File: src/kmh_pkg.sv
// ----------------------------------------------------------------------------
// kmh_pkg
// Types and constants shared by the k-mer MinHash sketch core.
// ----------------------------------------------------------------------------
package kmh_pkg;

  localparam int SKETCH_SIZE = 16;
  localparam int IDX_W       = (SKETCH_SIZE > 1) ? $clog2(SKETCH_SIZE) : 1;
  localparam int KMER_W      = 64;
  localparam int KLEN_W      = 6;

  localparam logic [KLEN_W-1:0] KLEN_RESET = 6'd31;
  localparam logic [KLEN_W-1:0] KLEN_MIN   = 6'd1;
  localparam logic [KLEN_W-1:0] KLEN_MAX   = 6'd32;

  localparam logic [KMER_W-1:0] MIX_MULT = 64'd2685821657736338717;
  localparam int MIX_SH_A = 12;
  localparam int MIX_SH_B = 25;
  localparam int MIX_SH_C = 27;

  localparam logic [1:0] BASE_A = 2'd0;
  localparam logic [1:0] BASE_C = 2'd1;
  localparam logic [1:0] BASE_G = 2'd2;
  localparam logic [1:0] BASE_T = 2'd3;

  // One beat moving down the slot chain.
  typedef struct packed {
    logic              vld;    // beat present
    logic              kv;     // carries a complete canonical k-mer
    logic              first;  // first k-mer of the read: fills every slot
    logic              had;    // read has produced at least one k-mer so far
    logic              eor;    // last base of the read
    logic [KMER_W-1:0] kmer;
  } kmh_tok_t;

endpackage

File: src/kmh_mix.sv
// ----------------------------------------------------------------------------
// kmh_mix
// Two-stage xorshift64* hash: shifts and 32-bit partial products, then the sum.
// ----------------------------------------------------------------------------
module kmh_mix (
  input  logic                   clk,
  input  logic                   rst_n,
  input  kmh_pkg::kmh_tok_t      tok_i,
  input  logic [63:0]            x_i,
  output kmh_pkg::kmh_tok_t      tok_o,
  output logic [63:0]            h_o
);
  import kmh_pkg::*;

  logic [63:0] xa, xb, xc;
  logic [63:0] pll_nxt;
  logic [31:0] phl_nxt, plh_nxt;

  logic [63:0] pll_r;
  logic [31:0] phl_r, plh_r;
  kmh_tok_t    tok1_r;
  kmh_tok_t    tok2_r;
  logic [63:0] h_r;

  always_comb begin
    xa = x_i ^ (x_i >> MIX_SH_A);
    xb = xa ^ (xa << MIX_SH_B);
    xc = xb ^ (xb >> MIX_SH_C);
    // Low 64 bits of the product from three 32x32 partial products.
    pll_nxt = 64'(xc[31:0]) * 64'(MIX_MULT[31:0]);
    phl_nxt = 32'(xc[63:32] * MIX_MULT[31:0]);
    plh_nxt = 32'(xc[31:0] * MIX_MULT[63:32]);
  end

  always_ff @(posedge clk) begin
    pll_r  <= pll_nxt;
    phl_r  <= phl_nxt;
    plh_r  <= plh_nxt;
    h_r    <= pll_r + {phl_r + plh_r, 32'd0};
    if (!rst_n) begin
      tok1_r.vld <= 1'b0;
      tok2_r.vld <= 1'b0;
    end else begin
      tok1_r <= tok_i;
      tok2_r <= tok1_r;
    end
  end

  assign tok_o = tok2_r;
  assign h_o   = h_r;

endmodule

File: src/kmh_cell.sv
// ----------------------------------------------------------------------------
// kmh_cell
// One sketch slot: keeps the least hash seen and its k-mer, and passes the
// rehashed value to the next slot.
// ----------------------------------------------------------------------------
module kmh_cell (
  input  logic                   clk,
  input  logic                   rst_n,
  input  kmh_pkg::kmh_tok_t      tok_i,
  input  logic [63:0]            hash_i,
  output kmh_pkg::kmh_tok_t      tok_o,
  output logic [63:0]            hash_o,
  output logic [63:0]            kmer_o
);
  import kmh_pkg::*;

  logic [63:0] hash_r;
  logic [63:0] kmer_r;
  logic        take;

  assign take = tok_i.vld && tok_i.kv && (tok_i.first || (hash_i < hash_r));

  always_ff @(posedge clk) begin
    if (take) begin
      hash_r <= hash_i;
      kmer_r <= tok_i.kmer;
    end
  end

  kmh_mix u_mix (
    .clk   (clk),
    .rst_n (rst_n),
    .tok_i (tok_i),
    .x_i   (hash_i),
    .tok_o (tok_o),
    .h_o   (hash_o)
  );

  assign kmer_o = kmer_r;

endmodule

File: config.mk
export PLATFORM = sky130hd
export DESIGN_NAME = kmh_cell
export DESIGN_NICKNAME = d
export VERILOG_FILES = /design/src/kmh_pkg.sv /design/src/kmh_mix.sv /design/src/kmh_cell.sv
export SDC_FILE = /design/constraint.sdc
export NUM_CORES = 2
export LEC_CHECK = 0
export ABC_AREA = 1
export BUFFER_PORTS_ARGS = -buffer_cell sky130_fd_sc_hd__buf_2
export CAP_MARGIN = 10
export CELL_PAD_IN_SITES_DETAIL_PLACEMENT = 0
export CELL_PAD_IN_SITES_GLOBAL_PLACEMENT = 2
export CORE_MARGIN = 8
export CORE_UTILIZATION = 41
export DETAILED_ROUTE_END_ITERATION = 6
export GPL_TIMING_DRIVEN = 0
export PLACE_DENSITY = 0.94
export SYNTH_ARGS = -nofsm -noshare
export SYNTH_HDL_FRONTEND = slang
export SYNTH_SLANG_ARGS = --single-unit
File: constraint.sdc
create_clock -name clk -period 9.1 [get_ports clk]
set_clock_uncertainty 0.05 [all_clocks]
set_input_delay 0.91 -clock clk [delete_from_list [all_inputs] [get_ports clk]]
set_output_delay 0.91 -clock clk [all_outputs]
set_load 0.02 [all_outputs]
# After elaboration in Yosys (flattened, before gate mapping)
# Cells that the tools add are included.
dict set report word_totals {
  wordCells 30
  input_bits 135
  ff_bits 457
  latch_bits 0
  mem_bits_ro 0
  output_inout_bits 197
  ramBits 0
  memories 0
}
dict set report op_classes {
  n_bitwise 3
  div_mod_pow 0
  add_sub_neg 2
  mul 3
  n_eq_ne 0
  magnitude_cmp 1
  shifts 0
  n_reduce_logical 3
  n_mux 0
}
# operator n
set ops {}
lappend ops {{$add 63x64->64} 1}
lappend ops {{$lt 64x64->1} 1}
lappend ops {{$xor 64x37->64} 1}
lappend ops {{$xor 64x52->64} 1}
lappend ops {{$xor 64x64->64} 1}
lappend ops {{$mul 32x31->63 const B} 1}
lappend ops {{$add 32x32->32} 1}
lappend ops {{$mul 32x30->32 const B} 1}
lappend ops {{$mul 32x31->32 const B} 1}
lappend ops {{$logic_and 1x1->1} 2}
lappend ops {{$logic_or 1x1->1} 1}

# Longest topological paths before layout
dict set report depth {
  word_depth 4
  mapped_depth 40
  ltp_nobuf 40
}

# Cells and area by module
# Synthesis repeated with hierarchy kept, for this count alone.
dict set report hier_totals {
  hier_cells 5344
  area_unflattened_um2 53187.3
}
# module area_each_um2 seq_area_each_um2 cells_each instances
set modules_own_cells {}
lappend modules_own_cells {kmh_mix 47654.5 7907.6 4949 1}
lappend modules_own_cells {kmh_cell 5532.8 3843.7 395 1}

# Worst setup path before layout
# No wires, ideal clock.
dict set report synth_path {
  kind {input -> register}
  startpoint {input hash_i[36]}
  endpoint {register u_mix.pll_r[47]}
  path_slack_ps 637
  setup_time_ps 120
  path_buffers 0
  t_arrival_ps 8293
  required_time_ps 8930
  stages 26
  path_cell_list {xnor2_1 -> xnor2_1 -> xor2_1 -> inv_1 -> fa_1 -> inv_1 -> fa_1 -> inv_1 -> fa_1 -> fa_1 -> inv_1 -> fa_1 -> fa_1 -> fa_1 -> inv_1 -> fa_1 -> inv_1 -> ha_1 -> nand2_1 -> nor2_1 -> inv_1 -> nor3_1 -> nand3_1 -> nand3_1 -> a21oi_1 -> xnor2_1}
}
dict set report synth_via {
  elab_chain_cells 4
}
# element line
set synth_lines {}
lappend synth_lines {{from (decl)} kmh_cell.sv:10} ;# input logic [63:0] hash_i,
lappend synth_lines {{$xor 64x52->64} kmh_mix.sv:26} ;# xa = x_i ^ (x_i >> MIX_SH_A);
lappend synth_lines {{$xor 64x64->64} kmh_mix.sv:27} ;# xb = xa ^ (xa << MIX_SH_B);
lappend synth_lines {{$xor 64x37->64} kmh_mix.sv:28} ;# xc = xb ^ (xb >> MIX_SH_C);
lappend synth_lines {{$mul 32x31->63} kmh_mix.sv:30} ;# pll_nxt = 64'(xc[31:0]) * 64'(MIX_MULT[31:0]);
lappend synth_lines {{net u_mix.pll_nxt[47]} kmh_mix.sv:16} ;# logic [63:0] pll_nxt;
lappend synth_lines {{to (signal assigned)} kmh_mix.sv:36} ;# pll_r <= pll_nxt;
lappend synth_lines {{to (decl)} kmh_mix.sv:19} ;# logic [63:0] pll_r;
# The timed path passes the listed nets, and every way through them passes these cells.
# A chain may end at the register's enable or synchronous reset.

# Worst setup path after layout
dict set report layout_path {
  startpoint {input hash_i[22]}
  endpoint {register u_mix.pll_r[45]}
}
# Same word-level chain as after synthesis.

==> impl_metrics.py <==
metrics = {
    "sta": {
        "fin_crit_sh_pct": 97.9,
        "fmax_ghz": 0.112,
        "setup_slack_ps": 191,
        "hold_viol": 0,
        "slew_headroom_pct": 24.1,
        "worstMarginPinSlew_ps": 1130,
        "rsz0062_at_grt": "false",
        "min_period_ps": 8910,
        "finalSetupViolCount": 0,
        "maxSlewViolCount": 0,
    },
    "synth": {
        "syn_area_per_cell_sq_um": 9.94,
        "synth_ff_type": "edfxtp_1",
        "ys_types": 54,
        "synth.area.mux_share_pct": 0,
        "synth_fp_nets": 7148,
        "ys_warn_count": 0,
        "synthAdderAreaFrac_pct": 49.4,
        "seq_area_frac_synth_pct": 22.0,
        "synth_simple_gate_area_share_pct": 8.49,
        "synth_compound_area_share_pct": 5.27,
        "synthArstFlopShare_pct": 0,
        "synth_top_family_by_area": "adder cells",
        "synth_top_area_share_pct": 30.0,
        "yosys.area_share.xor_xnor_pct": 4.82,
        "synth_edf_count": 264,
        "synth_area_leader_cell": "fa_1",
        "netlist_instances": 5383,
        "netlist_area_sq_um": 53500,
        "synth-seq-cells": 455,
        "yosys-top-cells-area": "fa_1 30%, ha_1 19%, edfxtp_1 15%",
    },
    "routing": {
        "dr.first_iter.drc_count": 2424,
        "drc": 0,
        "vias_per_cell": 4.91,
        "ant_nets": 0,
        "vias": 37400,
        "routed_wl_mm": 161,
        "avgRoutedWirePerCell_um": 21.1,
        "dr.pass1.iters": 6,
    },
    "grt": {
        "antenna_found_initial": 13,
        "grt_pass1_wl_mm": 241,
        "grt.total_usage_pct": 22.4,
        "grt_overflow": 0,
        "grt_max_degree": 106,
        "grt_pass1_vias": 39800,
    },
    "cells_and_area": {
        "nets": 7583,
        "finish.utilization_pct": 46.4,
        "seqCellArea_sq_um": 11800,
        "syn_to_final_growth_pct": 12.3,
        "multiInputGateArea_sq_um": 36700,
        "fillCellCount": 12300,
        "drive_gt1_share_pct": 9.94,
    },
    "cts": {
        "clk_pin_slew_ps": 60,
        "clock_path_buffers": 3,
        "ctsRootBufferMaster": "clkbuf_16",
        "cts.htree.levels": 2,
        "cts_tree": "yes",
        "cts_made_buffers": 50,
        "numClockSinks": 455,
        "clk_latency_ps": 650,
        "hold_buffers": 0,
    },
    "run_status": {
        "outcome": "completed",
    },
    "setup_path": {
        "endpoint_kind": "register",
        "cp.required_ps": 9560,
        "start_kind": "primary input",
        "cp_max_fo": 9,
        "criticalPathCategory": "primary input to register",
        "critical_path_arrival_ps": 9370,
    },
    "place": {
        "place_congestion": 0.947,
        "place_worst_setup_slack_ps": -1500,
        "dp_hpwl_mm": 141,
        "port_buffers": 331,
    },
    "hold_path": {
        "hp-class": "register to register",
    },
    "floorplanning": {
        "chipWidth_um": 377,
        "dieArea_sq_um": 142000,
        "placement_rows": 132,
        "num_io_pins": 332,
        "initial_core_util_pct": 41.3,
        "core_sq_um": 129000,
        "die_h_um": 377,
    },
    "job": {
        "drv_cap": 0,
    },
}
==> final timing paths <==
path | start | endpoint | slack [ps] | cells past startpoint
worst max-delay path | hash_i[22] | u_mix.pll_r[45]$_DFF_P_ | 190 | 26
worst min-delay path | u_mix.pll_r[17]$_DFF_P_ | u_mix.h_o[17]$_DFF_P_ | 280 | 0
worst max register to register | u_mix.plh_r[0]$_DFF_P_ | u_mix.h_o[59]$_DFF_P_ | 4610 | 16
worst min register to register | u_mix.pll_r[17]$_DFF_P_ | u_mix.h_o[17]$_DFF_P_ | 280 | 0
==> cell type report <==
class                      instances  share of cell area, %
antenna                           10                 0.0416
sequential                       455                   19.6
timing repair buffer             383                   3.85
clock inverter                    25                  0.518
inverter                        1436                   9.00
clock buffer                      66                   2.28
buffer                             2                 0.0208
tap                             1742                   3.63
multi-input combinational       3490                   61.1
==> state kept, by name, summed over array words and instances, names as in the netlist <==
name and cells:
u_mix.tok1_r 69, u_mix.tok_o 69, hash_r 64, kmer_o 64, u_mix.h_o 64, u_mix.pll_r 61
u_mix.phl_r 32, u_mix.plh_r 32
==> cells in the mapped netlist, types with 33 or more instances <==
| library cell | instances |
|---|---|
| dfxtp_1 | 191 |
| xor2_1 | 170 |
| a31oi_1 | 33 |
| nor3_1 | 36 |
| o21ai_0 | 105 |
| edfxtp_1 | 264 |
| nor2_1 | 202 |
| ha_1 | 827 |
| xnor2_1 | 104 |
| nand3_1 | 119 |
| a21oi_1 | 213 |
| inv_1 | 1412 |
| nand2_1 | 652 |
| fa_1 | 803 |
==> cells in the final DEF, fill, tap and decap left out, types with 10 or more instances in the layout <==
cell type	Yosys	routed
fa_1	803	803
diode_2	0	10
xnor2_2	7	17
buf_2	1	331
nand2_1	652	652
nand2_2	27	26
nor3_1	36	35
xor2_2	4	11
o21a_1	12	12
o21bai_1	29	29
o21ai_0	105	105
nor2_1	202	201
clkbuf_1	0	10
dfxtp_1	191	191
xor2_1	170	153
a21o_1	27	27
inv_1	1412	1407
clkbuf_16	0	50
nand3b_1	12	12
xor2_4	0	10
o21ai_1	14	14
xnor2_1	104	93
nand4_1	21	21
edfxtp_1	264	264
ha_1	827	827
a31oi_1	33	33
inv_2	23	23
nand3_1	119	119
buf_4	1	29
a21oi_1	213	213
==> layer usage <==
layer  up-vias  wire length (um)  track usage [%]
li1      17600                 -                -
met5         -                46                0
met1     18300             68300             29.3
met3       269             11400             4.49
met4         6              6800             7.81
met2      1124             74100             37.0
==> worst max-delay path: stages <==
cell and delay (ps):
buf_2 160, xnor2_1 520, xor2_1 350, xor2_2 670, buf_8 250, inv_1 160, fa_1 500, fa_1 510
inv_1 50, fa_1 550, fa_1 450, fa_1 580, fa_1 470, fa_1 490, inv_1 50, fa_1 580
inv_1 80, ha_1 410, a21o_1 240, a31oi_1 210, o21ai_0 130, a21oi_1 330, nand3_1 270, nand2_1 110
nand2_1 70, xor2_1 250
==> cell families after synthesis <==
group | Yosys count
xor gates and xnor gates | 285
DFF | 455
and+or+nand+nor | 1091
adders and majority gates | 1630
buffers and inverters | 1438
AOI/OAI and AO/OA | 484
==> stage by stage <==
| step | setup TNS, ps | hold slack, ps | instance area [sq um] | instances |
|---|---|---|---|---|
| after detailed placement | -42520 | 262 | 58100 | 7483 |
| after global routing | 0 | 285 | 60100 | 7603 |
| after global placement | -414780 | 261 | 57400 | 7456 |
| after CTS | 0 | 277 | 59900 | 7585 |
| final | 0 | 276 | 60100 | 7609 |
| after floorplan | 0 | 260 | 53500 | 5383 |
==> timing repair <==
| action | CTS | global route |
|---|---|---|
| cloned | 0 | 0 |
| gates resized for setup | 10 | 10 |
| buffers inserted | 11 | 13 |
| pin swaps | 1 | 1 |
| endpoints found under the setup margin | 36 | 15 |
Power is not shown: default switching activity piles up to over one toggle a cycle in this logic, so the estimate is an artifact.
