**src/kmh_pkg.sv**
```systemverilog
// ----------------------------------------------------------------------------
// kmh_pkg
// Types and constants shared by the k-mer MinHash sketch core.
// ----------------------------------------------------------------------------
package kmh_pkg;

  localparam int SKETCH_SIZE = 16;
  localparam int IDX_W       = (SKETCH_SIZE > 1) ? $clog2(SKETCH_SIZE) : 1;
  localparam int KMER_W      = 64;
  localparam int KLEN_W      = 6;

  localparam logic [KLEN_W-1:0] KLEN_RESET = 6'd31;
  localparam logic [KLEN_W-1:0] KLEN_MIN   = 6'd1;
  localparam logic [KLEN_W-1:0] KLEN_MAX   = 6'd32;

  localparam logic [KMER_W-1:0] MIX_MULT = 64'd2685821657736338717;
  localparam int MIX_SH_A = 12;
  localparam int MIX_SH_B = 25;
  localparam int MIX_SH_C = 27;

  localparam logic [1:0] BASE_A = 2'd0;
  localparam logic [1:0] BASE_C = 2'd1;
  localparam logic [1:0] BASE_G = 2'd2;
  localparam logic [1:0] BASE_T = 2'd3;

  // One beat moving down the slot chain.
  typedef struct packed {
    logic              vld;    // beat present
    logic              kv;     // carries a complete canonical k-mer
    logic              first;  // first k-mer of the read: fills every slot
    logic              had;    // read has produced at least one k-mer so far
    logic              eor;    // last base of the read
    logic [KMER_W-1:0] kmer;
  } kmh_tok_t;

endpackage

```
**src/kmh_mix.sv**
```systemverilog
// ----------------------------------------------------------------------------
// kmh_mix
// Two-stage xorshift64* hash: shifts and 32-bit partial products, then the sum.
// ----------------------------------------------------------------------------
module kmh_mix (
  input  logic                   clk,
  input  logic                   rst_n,
  input  kmh_pkg::kmh_tok_t      tok_i,
  input  logic [63:0]            x_i,
  output kmh_pkg::kmh_tok_t      tok_o,
  output logic [63:0]            h_o
);
  import kmh_pkg::*;

  logic [63:0] xa, xb, xc;
  logic [63:0] pll_nxt;
  logic [31:0] phl_nxt, plh_nxt;

  logic [63:0] pll_r;
  logic [31:0] phl_r, plh_r;
  kmh_tok_t    tok1_r;
  kmh_tok_t    tok2_r;
  logic [63:0] h_r;

  always_comb begin
    xa = x_i ^ (x_i >> MIX_SH_A);
    xb = xa ^ (xa << MIX_SH_B);
    xc = xb ^ (xb >> MIX_SH_C);
    // Low 64 bits of the product from three 32x32 partial products.
    pll_nxt = 64'(xc[31:0]) * 64'(MIX_MULT[31:0]);
    phl_nxt = 32'(xc[63:32] * MIX_MULT[31:0]);
    plh_nxt = 32'(xc[31:0] * MIX_MULT[63:32]);
  end

  always_ff @(posedge clk) begin
    pll_r  <= pll_nxt;
    phl_r  <= phl_nxt;
    plh_r  <= plh_nxt;
    h_r    <= pll_r + {phl_r + plh_r, 32'd0};
    if (!rst_n) begin
      tok1_r.vld <= 1'b0;
      tok2_r.vld <= 1'b0;
    end else begin
      tok1_r <= tok_i;
      tok2_r <= tok1_r;
    end
  end

  assign tok_o = tok2_r;
  assign h_o   = h_r;

endmodule

```
**src/kmh_front.sv**
```systemverilog
// ----------------------------------------------------------------------------
// kmh_front
// Rolling forward and reverse-complement k-mers, canonical choice and the
// first hash of each k-mer.
// ----------------------------------------------------------------------------
module kmh_front (
  input  logic                          clk,
  input  logic                          rst_n,
  input  logic [kmh_pkg::KLEN_W-1:0]    kmer_length,
  input  logic                          accept,
  input  logic [7:0]                    base_char,
  input  logic                          end_of_read,
  output kmh_pkg::kmh_tok_t             tok_o,
  output logic [63:0]                   hash_o
);
  import kmh_pkg::*;

  logic [63:0]       fwd_r, rev_r;
  logic [KLEN_W-1:0] seen_r;
  logic              started_r;
  kmh_tok_t          tok_r;

  logic [KLEN_W-1:0] k;
  logic [6:0]        sh2k;
  logic [63:0]       mask;
  logic [1:0]        v;
  logic [63:0]       fwd_nxt, rev_nxt;
  logic [KLEN_W-1:0] seen_c, seen_nxt;
  logic              kv;

  always_comb begin
    if (kmer_length < KLEN_MIN) k = KLEN_MIN;
    else if (kmer_length > KLEN_MAX) k = KLEN_MAX;
    else k = kmer_length;
    sh2k = {k, 1'b0};
    mask = {64{1'b1}} >> (7'd64 - sh2k);

    unique case (base_char)
      8'h43, 8'h63: v = BASE_C;
      8'h47, 8'h67: v = BASE_G;
      8'h54, 8'h74: v = BASE_T;
      default:      v = BASE_A;
    endcase

    fwd_nxt = {fwd_r[61:0], v} & mask;
    rev_nxt = ((rev_r >> 2) | (64'(BASE_T - v) << (sh2k - 7'd2))) & mask;

    seen_c   = (seen_r > k) ? k : seen_r;
    seen_nxt = (seen_c < k) ? seen_c + 6'd1 : seen_c;
    kv       = (seen_nxt >= k);
  end

  always_ff @(posedge clk) begin
    if (!rst_n) begin
      fwd_r     <= '0;
      rev_r     <= '0;
      seen_r    <= '0;
      started_r <= 1'b0;
      tok_r.vld <= 1'b0;
    end else begin
      tok_r.vld <= accept;
      if (accept) begin
        tok_r.kv    <= kv;
        tok_r.first <= kv && !started_r;
        tok_r.had   <= kv || started_r;
        tok_r.eor   <= end_of_read;
        tok_r.kmer  <= (fwd_nxt < rev_nxt) ? fwd_nxt : rev_nxt;
        if (end_of_read) begin
          fwd_r     <= '0;
          rev_r     <= '0;
          seen_r    <= '0;
          started_r <= 1'b0;
        end else begin
          fwd_r     <= fwd_nxt;
          rev_r     <= rev_nxt;
          seen_r    <= seen_nxt;
          started_r <= started_r || kv;
        end
      end
    end
  end

  kmh_mix u_mix (
    .clk   (clk),
    .rst_n (rst_n),
    .tok_i (tok_r),
    .x_i   (tok_r.kmer),
    .tok_o (tok_o),
    .h_o   (hash_o)
  );

endmodule

```
**config.mk**
```make
export PLATFORM = sky130hd
export DESIGN_NAME = kmh_front
export DESIGN_NICKNAME = d
export VERILOG_FILES = /design/src/kmh_pkg.sv /design/src/kmh_mix.sv /design/src/kmh_front.sv
export SDC_FILE = /design/constraint.sdc
export NUM_CORES = 2
export LEC_CHECK = 0
export BUFFER_PORTS_ARGS = -buffer_cell sky130_fd_sc_hd__buf_2
export CAP_MARGIN = 15
export CORE_MARGIN = 3
export CORE_UTILIZATION = 65
export DETAILED_ROUTE_END_ITERATION = 16
export PLACE_DENSITY = 0.83
export SETUP_SLACK_MARGIN = 0.3
export SLEW_MARGIN = 20
export SYNTH_ARGS = -nofsm -noshare
export SYNTH_HDL_FRONTEND = slang
export SYNTH_SLANG_ARGS = --single-unit
```
**constraint.sdc**
```tcl
create_clock -name clk -period 14.8 [get_ports clk]
set_input_delay 1.48 -clock clk [delete_from_list [all_inputs] [get_ports clk]]
set_output_delay 1.48 -clock clk [all_outputs]
set_load 0.005 [all_outputs]
```
* After elaboration in Yosys (flattened, before gate mapping)
Index checks and enable logic that the tools add are counted.
Storage, ports and cells: bits in read-only memories 0, memories 0, output and inout bits 133, input bits 18, register bits after elaboration 531, logic and storage cells 72, latch bits 0, bits in writable memories 0
Operators by class: div/mod/pow operators 0, mux-type cells 10, equal/unequal tests 6, reductions and logical operators 7, bitwise operators 6, add/subtract/negate cells 6, shift operators 2, multiply operators 3, $lt $le $gt $ge 6
Operators with widths (count):
- 64-bit bitwise AND | 2
- 64-bit two-way mux | 2
- 63-bit by 64-bit adder with 64-bit output | 1
- 64-bit less-than comparator | 1
- 62-bit by 64-bit bitwise OR with 64-bit output | 1
- 64-bit by 7-bit << shifter with 64-bit output | 1
- 64-bit by 7-bit >> shifter with 64-bit output, first input constant | 1
- 64-bit by 37-bit bitwise XOR with 64-bit output | 1
- 64-bit by 52-bit bitwise XOR with 64-bit output | 1
- 64-bit bitwise XOR | 1
- 32-bit by 31-bit multiplier with 63-bit output, second input constant | 1
- 62-bit two-way mux | 1
- 8-bit by 7-bit == test with 1-bit output, second input constant | 6
- 32-bit adder | 1
- 32-bit by 30-bit multiplier with 32-bit output, second input constant | 1
- 32-bit by 31-bit multiplier with 32-bit output, second input constant | 1
- 6-bit two-way mux | 5
- 7-bit by 2-bit subtractor with 7-bit output, second input constant | 1
- 7-bit subtractor, first input constant | 1
- 6-bit by 1-bit adder with 6-bit output, second input constant | 1
- 6-bit greater-or-equal comparator | 1
- 6-bit > comparator | 1
- 6-bit > comparator, second input constant | 1
- 6-bit by 1-bit less-than comparator with 1-bit output, second input constant | 1
- other kinds (9) | 11

* Depth between registers and ports, before layout
depth after elaboration 10, depth in mapped cells 33, mapped depth without buffers 32

* Modules after synthesis
Synthesis repeated with hierarchy kept, for this count alone.
Second synthesis, totals: cells, all modules 5338, area, all modules 56730.7 sq um
Modules (own cells, without submodules):
- kmh_mix | area each 45517.4 sq um, seq. area each 7907.6 sq um, cells each 4167, times used 1
- kmh_front | area each 11213.3 sq um, seq. area each 4684.5 sq um, cells each 1171, times used 1

* Worst setup path before layout
OpenSTA, ideal clock, no wires.
kind register -> register, start point register tok_r[29] (netlist bit), end point register u_mix.pll_r[61], cell stages (with the launch flop) 29, buffers on the path 1, library setup time 0.072 ns, required time 14.728 ns, arrival 8.910 ns, period minus slack after synthesis 8.982 ns, setup slack 5.818 ns, cell sequence edfxtp_1 xnor2_1 xnor2_1 xor2_1 inv_1 fa_1 inv_1 fa_1 inv_1 fa_1 fa_1 inv_1 fa_1 fa_1 fa_1 fa_1 ha_1 clkbuf_1 a21o_1 a21o_1 a2111oi_0 o221ai_1 nor3_1 o21ai_1 a31oi_2 o21ai_1 a311o_1 a21oi_1 xnor2_1
On the way: word-level cells in the longest chain between the ends 4
Ends and longest elaborated chain:
- start: declaration | line kmh_front.sv:21 | kmh_tok_t tok_r;
- 64-bit by 52-bit bitwise XOR with 64-bit output | line kmh_mix.sv:26 | xa = x_i ^ (x_i >> MIX_SH_A);
- 64-bit bitwise XOR | line kmh_mix.sv:27 | xb = xa ^ (xa << MIX_SH_B);
- 64-bit by 37-bit bitwise XOR with 64-bit output | line kmh_mix.sv:28 | xc = xb ^ (xb >> MIX_SH_C);
- 32-bit by 31-bit multiplier with 63-bit output | line kmh_mix.sv:30 | pll_nxt = 64'(xc[31:0]) * 64'(MIX_MULT[31:0]);
- named net u_mix.pll_nxt[61] | line kmh_mix.sv:16 | logic [63:0] pll_nxt;
- end signal: assignment | line kmh_mix.sv:36 | pll_r <= pll_nxt;
- end: declaration | line kmh_mix.sv:19 | logic [63:0] pll_r;
The timed path passes the listed nets, and every way through them passes these cells. A chain may end at the register's enable or synchronous reset.

* Worst setup path in the final report
start point register tok_r[43] (netlist bit), end point register u_mix.pll_r[56]
The elaborated chain is that of the path after synthesis.

==> summary.txt <==
GRT
  • GRT Residual Overflow: 0
  • GRT Total Usage: 33.64%
  • Largest net degree at the start of global routing: 106
  • First-pass GRT wire length: 231700 µm
  • Initial antenna violation count: 1
  • Vias in the first global route: 41280

Synthesis
  • Cell variety after synth: 78
  • Avg Cell Area, Syn: 10.40 µm²
  • Predominant post-synthesis flop cell: dfxtp_1
  • Post-synth top area share: 28.43%
  • Post-synth EDFFs: 204
  • Most numerous cell in the Yosys netlist: inv_1
  • FFs w/ async S/R, synth: 0%
  • Post-synth net total: 7115
  • Post-synth top area cell: fa_1
  • Synth area leaders: fa_1 28%, ha_1 19%, dfxtp_1 11%
  • Post-synthesis sequential area ratio: 22.24%
  • Synth top cells by count: 1365 x inv_1, 848 x ha_1, 804 x fa_1
  • Mapped Area: 56620 µm²
  • Number of synthesis warnings: 0
  • #FFs+latches synth: 527
  • Gate Count Post-Synth: 5445

Timing
  • Max Clk Rate: 101.8 MHz
  • Final Skew: 0.04433 ns
  • Slew @ Worst Pin: 1.124 ns
  • Slew Viols, Final: 0
  • Fin. Hold Viols: 0
  • Final period util: 66.36%
  • Finish-stage setup viols: 0
  • Final min period: 9.822 ns
  • RSZ-0062 raised after global routing: no
  • Relative slew slack: 24.55%
  • Setup TNS: 0 ns

Floorplanning
  • Die ar.: 90680 µm²
  • I/O pin cnt: 151
  • # rows: 107
  • Starting Density: 65.97%
  • Core ar.: 85820 µm²
  • Die height: 301.1 µm
  • Overall die width: 301.1 µm

Detailed routing
  • Vias: 39030
  • Detailed Routing Iterations Pass 1: 7
  • Initial DRC Count: 3372
  • Drt drc: 0
  • Routed Wire Length: 148700 µm
  • Vias per inst: 5.714
  • Final ANT Viol Nets: 0
  • Avg WL per Cell: 21.78 µm

Setup path
  • Crit path top cell by count: fa_1
  • Crit path DAT: 10.40 ns
  • Max FO, Critical Path: 9
  • Slowest cell on crit path: xnor2_1
  • Worst Path Required: 15.38 ns
  • Critical path class: reg2reg
  • Crit end category: register
  • CP max stage delay: 0.94 ns
  • CP Launch Point: tok_r[43]
  • Reg2Reg Setup Slack: 4.98 ns
  • Crit path launch type: register
  • Worst r2r src: tok_r[43]

Clock network
  • Clk Latency, worst-skew pair: 0.67 ns
  • CTS tree: built
  • CTS clk-pin slew, worst paths: 0.06 ns
  • Hold Buf Count CTS: 0
  • Total setup buffers inserted after CTS: 0
  • Root Driver: clkbuf_16
  • Max Buffers Root-to-Sink: 3
  • H-tree level count: 2
  • CTS resizes: 0
  • CTS Buf Count: 57
  • Clk sinks: 527

Final layout
  • Area growth from synthesis to layout: 7.976%
  • Reg area: 12590 µm²
  • Multi-input gate area: 38780 µm²
  • Share of cells above drive strength 1: 6.245%
  • Filler Cell Count: 5981
  • Final nets: 7308

Min path
  • Hold Crit Start: u_mix.pll_r[22]
  • Min-delay worst type: reg2reg

Outcome
  • Status: completed

Placed design
  • PortBufs: 149
  • Hpwl dp: 121100 µm
  • Placer Congestion: 1.003

Flow run
  • Max Cap Viol: 0
-- worst max-delay path: cells and delay by family, from the launching register on --
| family | cells | cell delay [ns] |
|---|---|---|
| simple gates | 4 | 0.95 |
| compound gates | 6 | 1.25 |
| buf+inv | 5 | 1.02 |
| xor+xnor | 4 | 1.63 |
| fa+ha+maj | 9 | 4.35 |
| flops | 1 | 0.52 |
-- cell type report --
class / instances / share of cell area (%)
multi-input combinational: 3474 / 63.44
clock inverter: 33 / 0.6365
sequential: 527 / 20.60
timing repair buffer: 211 / 2.032
tap: 1144 / 2.341
inverter: 1367 / 8.394
antenna: 2 / 0.008187
clock buffer: 73 / 2.550
-- metrics by stage --
| stage | hold slack (ns) | setup WS, ns | utilization, % | instance area [µm²] | std cells |
|---|---|---|---|---|---|
| floorplan | 0.3096 | 5.818 | - | 56620 | 5445 |
| global placement | 0.3096 | 5.319 | 68.92 | 59140 | 6722 |
| detailed placement | 0.3121 | 5.211 | 68.92 | 59140 | 6722 |
| CTS | 0.3245 | 5.207 | 71.19 | 61090 | 6828 |
| global route | 0.3224 | 4.582 | 71.23 | 61130 | 6829 |
| finish | 0.3185 | 4.978 | 71.24 | 61130 | 6831 |
-- cell usage in the layout (no fill, tap or decap), drive strengths merged, types with 68 or more instances in the layout --
master,n
a21o,95
a21oi,152
and2,137
buf,210
clkbuf,74
dfxtp,323
edfxtp,204
fa,804
ha,848
inv,1371
mux2i,68
nand2,152
nor2,157
o21ai,145
o22ai,131
xnor2,282
xor2,87
-- per-layer routing --
| layer | vias up | global-route usage [%] | part of all wire, % |
|---|---|---|---|
| met3 | 442 | 7.501 | 9.3 |
| met5 | - | 0 | 0.0087 |
| met2 | 1659 | 53.71 | 46 |
| met4 | 2 | 16.71 | 6.0 |
| met1 | 19130 | 43.52 | 39 |
| li1 | 17800 | - | - |
-- final timing paths --
kind,to,cells after the start
worst max-delay path,u_mix.pll_r[56],28
worst min-delay path,u_mix.h_o[22],0
worst min register to register,u_mix.h_o[22],0
worst max register to register,u_mix.pll_r[56],28
-- cell families after synthesis --
kind of cell	Yosys count	synth area share, %
simple gates	688	6.095
xor+xnor	369	5.708
compound gates	694	7.861
mux	71	1.262
fa+ha+maj	1652	47.17
flops	527	22.24
buf+inv	1444	9.664
-- sequential cells by signal, summed over array words and instances, names as in the netlist --
name and count:
fwd_r 62, rev_r 62, seen_r 6, started_r 1
tok_r 69, u_mix.h_o 64, u_mix.phl_r 32, u_mix.plh_r 32
u_mix.pll_r 61, u_mix.tok1_r 69, u_mix.tok_o 69
Power is not shown: default switching activity piles up to over one toggle a cycle in this logic, so the estimate is an artifact.
